<file path="config.mk">
export PLATFORM = sky130hd
export DESIGN_NAME = nps_ctrl
export DESIGN_NICKNAME = d
export VERILOG_FILES = /design/src/rtl/assert_macros.svh /design/src/rtl/nps_pkg.sv /design/src/rtl/nps_ctrl.sv
export SDC_FILE = /design/constraint.sdc
export NUM_CORES = 1
export LEC_CHECK = 0
export ABC_AREA = 1
export BUFFER_PORTS_ARGS = -buffer_cell sky130_fd_sc_hd__buf_2
export CAP_MARGIN = 20
export CORE_MARGIN = 2
export CORE_UTILIZATION = 50
export DETAILED_ROUTE_END_ITERATION = 16
export HOLD_SLACK_MARGIN = 0.08
export PLACE_DENSITY = 0.79
export SETUP_SLACK_MARGIN = 0.05
export SLEW_MARGIN = 0
export SYNTH_ARGS = -nofsm -noshare
export SYNTH_HDL_FRONTEND = slang
export SYNTH_SLANG_ARGS = --single-unit
</file>
<file path="constraint.sdc">
create_clock -name clk_i -period 1.4 [get_ports clk_i]
set_input_delay 0.21 -clock clk_i [delete_from_list [all_inputs] [get_ports clk_i]]
set_output_delay 0.21 -clock clk_i [all_outputs]
set_load 0.03 [all_outputs]
</file>
<file path="src/rtl/assert_macros.svh">
// assertion macros for the rtl
// no dependencies; included by the top level
`ifndef ASSERT_MACROS_SVH
`define ASSERT_MACROS_SVH

// property must hold at every clock edge outside reset
`define NPS_ASSERT(name, clk, rst_n, prop) \
  name: assert property (@(posedge clk) disable iff (!rst_n) prop) \
    else $error("nps assertion failed");

// condition must never be true outside reset
`define NPS_ASSERT_NEVER(name, clk, rst_n, cond) \
  name: assert property (@(posedge clk) disable iff (!rst_n) !(cond)) \
    else $error("nps forbidden condition seen");

`endif

</file>
<file path="src/rtl/nps_pkg.sv">
// package for the nearest palette colour search
// constants, command codes and controller/datapath interface structs; no dependencies
package nps_pkg;

  localparam int unsigned PaletteDepthDefault = 256;
  localparam int unsigned ColorW = 8;
  localparam int unsigned IndexW = 8;
  localparam int unsigned DistW  = 20;
  localparam int unsigned EntryW = 3 * ColorW + 1;

  localparam logic CMD_WRITE = 1'b0;
  localparam logic CMD_QUERY = 1'b1;

  typedef struct packed {
    logic clear_we;
    logic host_we;
    logic load;
    logic rd_en;
  } nps_cmd_t;

  typedef struct packed {
    logic pipe_busy;
  } nps_status_t;

endpackage

</file>
<file path="src/rtl/nps_ctrl.sv">
// controller for the nearest palette colour search: clear pass, scan, drain, result strobe
// depends on nps_pkg
module nps_ctrl import nps_pkg::*; #(
  parameter int unsigned PaletteDepth = PaletteDepthDefault
) (
  input  logic                            clk_i,
  input  logic                            rst_ni,
  input  logic                            start_i,
  input  logic                            command_i,
  input  nps_status_t                     status_i,
  output nps_cmd_t                        cmd_o,
  output logic [$clog2(PaletteDepth)-1:0] addr_o,
  output logic                            busy_o,
  output logic                            done_o
);

  localparam int unsigned AddrW = $clog2(PaletteDepth);
  localparam logic [AddrW-1:0] LastAddr = AddrW'(PaletteDepth - 1);

  typedef enum logic [1:0] {
    ST_CLEAR,
    ST_IDLE,
    ST_SCAN,
    ST_DRAIN
  } state_e;

  state_e           state_q;
  logic [AddrW-1:0] cnt_q;
  logic             done_q;
  logic             accept;

  assign accept = start_i && (state_q == ST_IDLE);

  always_comb begin
    cmd_o          = '0;
    cmd_o.clear_we = (state_q == ST_CLEAR);
    cmd_o.rd_en    = (state_q == ST_SCAN);
    cmd_o.host_we  = accept && (command_i == CMD_WRITE);
    cmd_o.load     = accept && (command_i == CMD_QUERY);
  end

  always_ff @(posedge clk_i or negedge rst_ni) begin
    if (!rst_ni) begin
      state_q <= ST_CLEAR;
      cnt_q   <= '0;
      done_q  <= 1'b0;
    end else begin
      done_q <= (state_q == ST_DRAIN) && !status_i.pipe_busy;
      unique case (state_q)
        ST_CLEAR: begin
          if (cnt_q == LastAddr) begin
            cnt_q   <= '0;
            state_q <= ST_IDLE;
          end else begin
            cnt_q <= cnt_q + 1'b1;
          end
        end
        ST_IDLE: begin
          if (accept && (command_i == CMD_QUERY)) begin
            cnt_q   <= '0;
            state_q <= ST_SCAN;
          end
        end
        ST_SCAN: begin
          if (cnt_q == LastAddr) begin
            cnt_q   <= '0;
            state_q <= ST_DRAIN;
          end else begin
            cnt_q <= cnt_q + 1'b1;
          end
        end
        ST_DRAIN: begin
          if (!status_i.pipe_busy) begin
            state_q <= ST_IDLE;
          end
        end
        default: state_q <= ST_IDLE;
      endcase
    end
  end

  assign addr_o = cnt_q;
  assign busy_o = (state_q != ST_IDLE);
  assign done_o = done_q;

endmodule

</file>
Yosys cells after proc, flatten, opt, wreduce, memory -nomap -nowiden
Cells that the tools add are included.
{ "classes": {"reduce_logical": 10, "n_bitwise": 1, "add_sub_neg": 1, "mux": 8, "n_eq_ne": 9} }
{ "op_table": {"columns": ["cell", "n"], "rows": [
  ["2-to-1 mux 8 bit", 2],
  ["one-hot mux 8 bit (2 select lines)", 1],
  ["adder 8 x 1 -> 8 bit, second input constant", 1],
  ["equality test 8 bit, second input constant", 1],
  ["2-to-1 mux 2 bit", 4],
  ["one-hot mux 2 bit (4 select lines)", 1],
  ["inequality test 2 x 1 -> 1 bit, second input constant", 3],
  ["equality test 2 bit, second input constant", 2],
  ["logical AND 1 bit", 4],
  ["inequality test 2 bit, second input constant", 2],
  ["AND reduction 4 bit", 1],
  ["equality test 2 x 1 -> 1 bit, second input constant", 1],
  ["logical NOT 2 bit", 1],
  ["AND reduction 2 bit", 1],
  ["nonzero test 2 bit", 1],
  ["OR reduction 2 bit", 1],
  ["logical NOT 1 bit", 1],
  ["NOT 1 bit", 1]
]} }
{ "totals": {"output_inout_bits": 14, "ff_bits": 11, "input_bits": 5, "word_cells": 32} }

Logic depth before layout (Yosys ltp)
{ "depth": {"depth_word": 5, "depth_mapped": 10, "ltp_nobuf": 9} }

Worst setup path after synthesis
OpenSTA, ideal clock, no wires.
{ "synth_timing": {"kind": "register to register", "startpoint": "register state_q[1]", "endpoint": "register cnt_q[2], in the netlist addr_o[2]", "path_buffers": 0, "arrival_ps": 1458, "required_ps": 1280, "setup_time_ps": 120, "path_slack_ps": -178, "period_less_slack_ps": 1578, "path_stages_with_launch": 8, "path_cell_list": "dfrtp_1 -> inv_1 -> ha_1 -> nand2_1 -> nor2_1 -> nand3_1 -> o21ai_0 -> nor2_1"} }
{ "synth_lines": {"columns": ["item", "line", "rtl"], "rows": [
  ["from (decl)", "nps_ctrl.sv:27", "state_e state_q;"],
  ["from (signal assigned)", "nps_ctrl.sv:44", "state_q <= ST_CLEAR;"],
  ["from (signal assigned)", "nps_ctrl.sv:53", "state_q <= ST_IDLE;"],
  ["from (signal assigned)", "nps_ctrl.sv:61", "state_q <= ST_SCAN;"],
  ["to (signal assigned)", "nps_ctrl.sv:55", "cnt_q <= cnt_q + 1'b1;"],
  ["to (signal assigned)", "nps_ctrl.sv:69", "cnt_q <= cnt_q + 1'b1;"],
  ["to (decl)", "nps_ctrl.sv:28", "logic [AddrW-1:0] cnt_q;"]
]} }

Final worst setup path
{ "layout_timing": {"startpoint": "register state_q[0]", "endpoint": "register cnt_q[3], in the netlist addr_o[3]"} }
{ "layout_between": {"elab_chain_cells": 5, "word_cells_on_any_way": 10, "cone_classes": "eq/ne: 3; mux: 1; reduce/logical: 6"} }
{ "layout_lines": {"columns": ["item", "line", "rtl"], "rows": [
  ["equality test 2 x 1 -> 1 bit", "nps_ctrl.sv:32, nps_ctrl.sv:49", null],
  ["logical AND 1 bit", "nps_ctrl.sv:32", "assign accept = start_i && (state_q == ST_IDLE);"],
  ["logical AND 1 bit", "nps_ctrl.sv:59", "if (accept && (command_i == CMD_QUERY)) begin"],
  ["inequality test 2 bit (no line)", null, null],
  ["AND reduction 2 bit (no line)", null, null]
]} }
Several ways; a longest one is shown, not always the timed one.
A chain may end at the register's enable or synchronous reset.

==> metrics.yaml <==
status: "finished, violations left"
failed_checks: "negative setup slack"
ys_async_sr_fraction_pct: 100
cts.sinks: 11
crit_chain: "inv_2, ha_2, o21ai_2, nand2_2, buf_4, inv_4, a21oi_2, nor2_1"
setup_violations: 4
drv_slew: 0
drt-total-wl_um: 1780
vias_per_cell: 5.08
cts_made_buffers: 3
drt_iter0_markers: 23
synth-xor-area-share_pct: 0
overflow: 0
port_buffers: 18
final-hold-violation-count: 0
synth.largest_area_cell: "dfrtp_1"
start_kind: "flop"
core_area_um2: 1330
antenna_found_initial: 0
grt_max_degree: 12
dp_hpwl_um: 1220
p_switching_uw: 128
grt_pass1_wl_um: 2940
worstPathMaxFanout: 5
min_path_type: "in2reg"
ys_types: 15
drive_gt1_share_pct: 43.2
clock_latency_ns: 0.28
synth_edf_count: 0
drc_errors: 0
peakVddDrop_mv: 0.446
fin_crit_sh_pct: 102
initial_core_util_pct: 54.6
synth_compound_area_share_pct: 5.33
cp.arrival_ns: 1.59
synth_top_family_by_area: "simple AND/OR/NAND/NOR gates"
synth_common_cells: "nand2_1 (34), inv_1 (12), nor2_1 (12)"
firstDrtPassIters: 4
htree_levels: 1
p_seq_share_pct: 56.4
netlist_top_cells_area: "dfrtp_1 (38%), nand2_1 (18%), ha_1 (8.6%)"
synth_top_flop_cell: "dfrtp_1"
postRouteAntennaNets: 0
yosysWarnings: 0
synth_mux_area_share_pct: 0
synth_fp_nets: 112
leakage_nw: 0.544
final.min_clock_period_ns: 1.43
endpoint_kind: "flop"
dpl_cell_area_um2: 868
max_slew_margin_pct: 77.6
switching_share_pct: 22.8
area_growth_pct: 42.8
cpPeakStageDelay_ns: 0.44
fin_area_um2: 1040
p_per_area_nw_per_um2: 541
skew_ns: 0.00672
yosysTopAreaCellShare_pct: 37.8
dp.cells: 136
critPathBufInv: 3
synth_most_common_cell: "nand2_1"
num_rows: 13
diodes: 0
required_ns: 1.56
layout_setup_ws_ns: -0.0274
fillCellCount: 99
rsz0062_at_grt: "true"
worst_pin_slew_ns: 0.336
syn_area_um2: 728
pin_count: 19
gp_congestion: 0.834
avgSynthCellArea_um2: 7.14
pwr-share-clk_pct: 40.3
nets: 143
drv_cap: 0
ys_seq_area_share_pct: 37.8
grt_use_total_pct: 21.3
cts.reportedPaths.clkPinSlew_ns: 0.08
fin_cells: 147
synth_adder_area_share_pct: 8.59
cts_tree: "yes"
tns_ns: -0.102
p_int_uw: 434
syn_inst: 102
synth_simple_gate_area_share_pct: 39.5
critPathTopFamily: "flip-flops"
clock_tree.root_cell: "clkbuf_4"
clk_path_buf_depth: 2
die-area_um2: 1780
crit_type: "reg2reg"
pre_cts_ws_ns: -0.0676
grt_pass1_vias: 693
wl_per_cell_um: 12.1
slowest_stage: "dfrtp_2"
die_x_um: 42.2
vias: 747
die_h_um: 42.2
ys_ff_latch: 11
power_frac_comb_pct: 3.3
fmax_mhz: 701
cell families (layout without fill, tap and decap cells):
| group | after synthesis | in the layout |
|---|---|---|
| compound gates | 7 | 7 |
| fa+ha+maj | 5 | 5 |
| buf+inv | 15 | 45 |
| flops | 11 | 11 |
| simple gates | 64 | 64 |
power by group through the flow:
stage | registers (mW) | clock network [mW] | logic [mW]
floorplan | 0.324 | 0 | 0.00144
global route | 0.317 | 0.247 | 0.0211
global placement | 0.324 | 0 | 0.0148
CTS | 0.317 | 0.228 | 0.0182
detailed placement | 0.324 | 0 | 0.0155
finish | 0.317 | 0.226 | 0.0185
worst reg2reg max path, stage by stage, from the launching register on:
cell and delay (ns):
dfrtp_2 0.44, inv_2 0.09, ha_2 0.21, o21ai_2 0.07
nand2_2 0.12, buf_4 0.14, inv_4 0.04, a21oi_2 0.13
nor2_1 0.06
final timing paths:
path | end | slack, ns | cells after the start | start
max in group asynchronous | addr_o[1] | 0.84 | 2 | rst_ni
max reg2reg | addr_o[3] | -0.03 | 8 | state_q[0]
max | addr_o[3] | -0.03 | 8 | state_q[0]
min in group asynchronous | state_q[0] | 0.33 | 2 | rst_ni
min reg2reg | addr_o[0] | 0.53 | 2 | addr_o[0]
min | done_o | 0.11 | 2 | status_i
flip-flops by register name, summed over array words and instances, names as in the netlist:
| name | flops |
|---|---|
| state_q | 2 |
| done_o | 1 |
| addr_o | 8 |
metrics by stage:
stage	util (%)	hold WS, ns	total power, mW
after floorplan	-	-0.0856	0.325
after global placement	65.1	0.0925	0.339
after detailed placement	65.1	0.101	0.339
after CTS	74.0	0.0949	0.564
after global routing	78.0	0.101	0.586
final	78.0	0.110	0.562
layout by cell type, fill, tap and decap left out, types with 3 or more instances in the layout:
cell	instances
buf_2	13
nor2_1	9
dfrtp_1	8
nand2_2	5
buf_4	7
dfrtp_2	3
a21oi_2	4
nand2_1	31
buf_6	5
inv_1	9
clkbuf_4	3
inv_2	4
nor2_4	3
nand3_1	11
cell type report:
cell class                      instances  area, µm²  share of cell area (%)
Sequential cell                        11        279                    26.8
Timing Repair Buffer                   27        204                    19.6
Multi-Input combinational cell         76        457                    43.9
Inverter                               14       55.1                    5.29
Tap cell                               15       18.8                    1.81
Clock buffer                            4       26.3                    2.53
metal layers:
layer  wire length (µm)  vias up  track usage (%)
li1                   -      377                -
met1                750      344             24.5
met2                915       21             38.8
met3                 66        5             2.59
met4                 44        0             9.38
met5                  0        -                0
timing repair:
action                     in CTS  in global routing
pin swaps                       2                  3
hold buffers                    1                  0
hold endpoints to repair       11                  0
resized for setup              19                 10
setup endpoints to repair      13                 15
setup buffers                   3                  3
(Power assumes the default switching activity.)
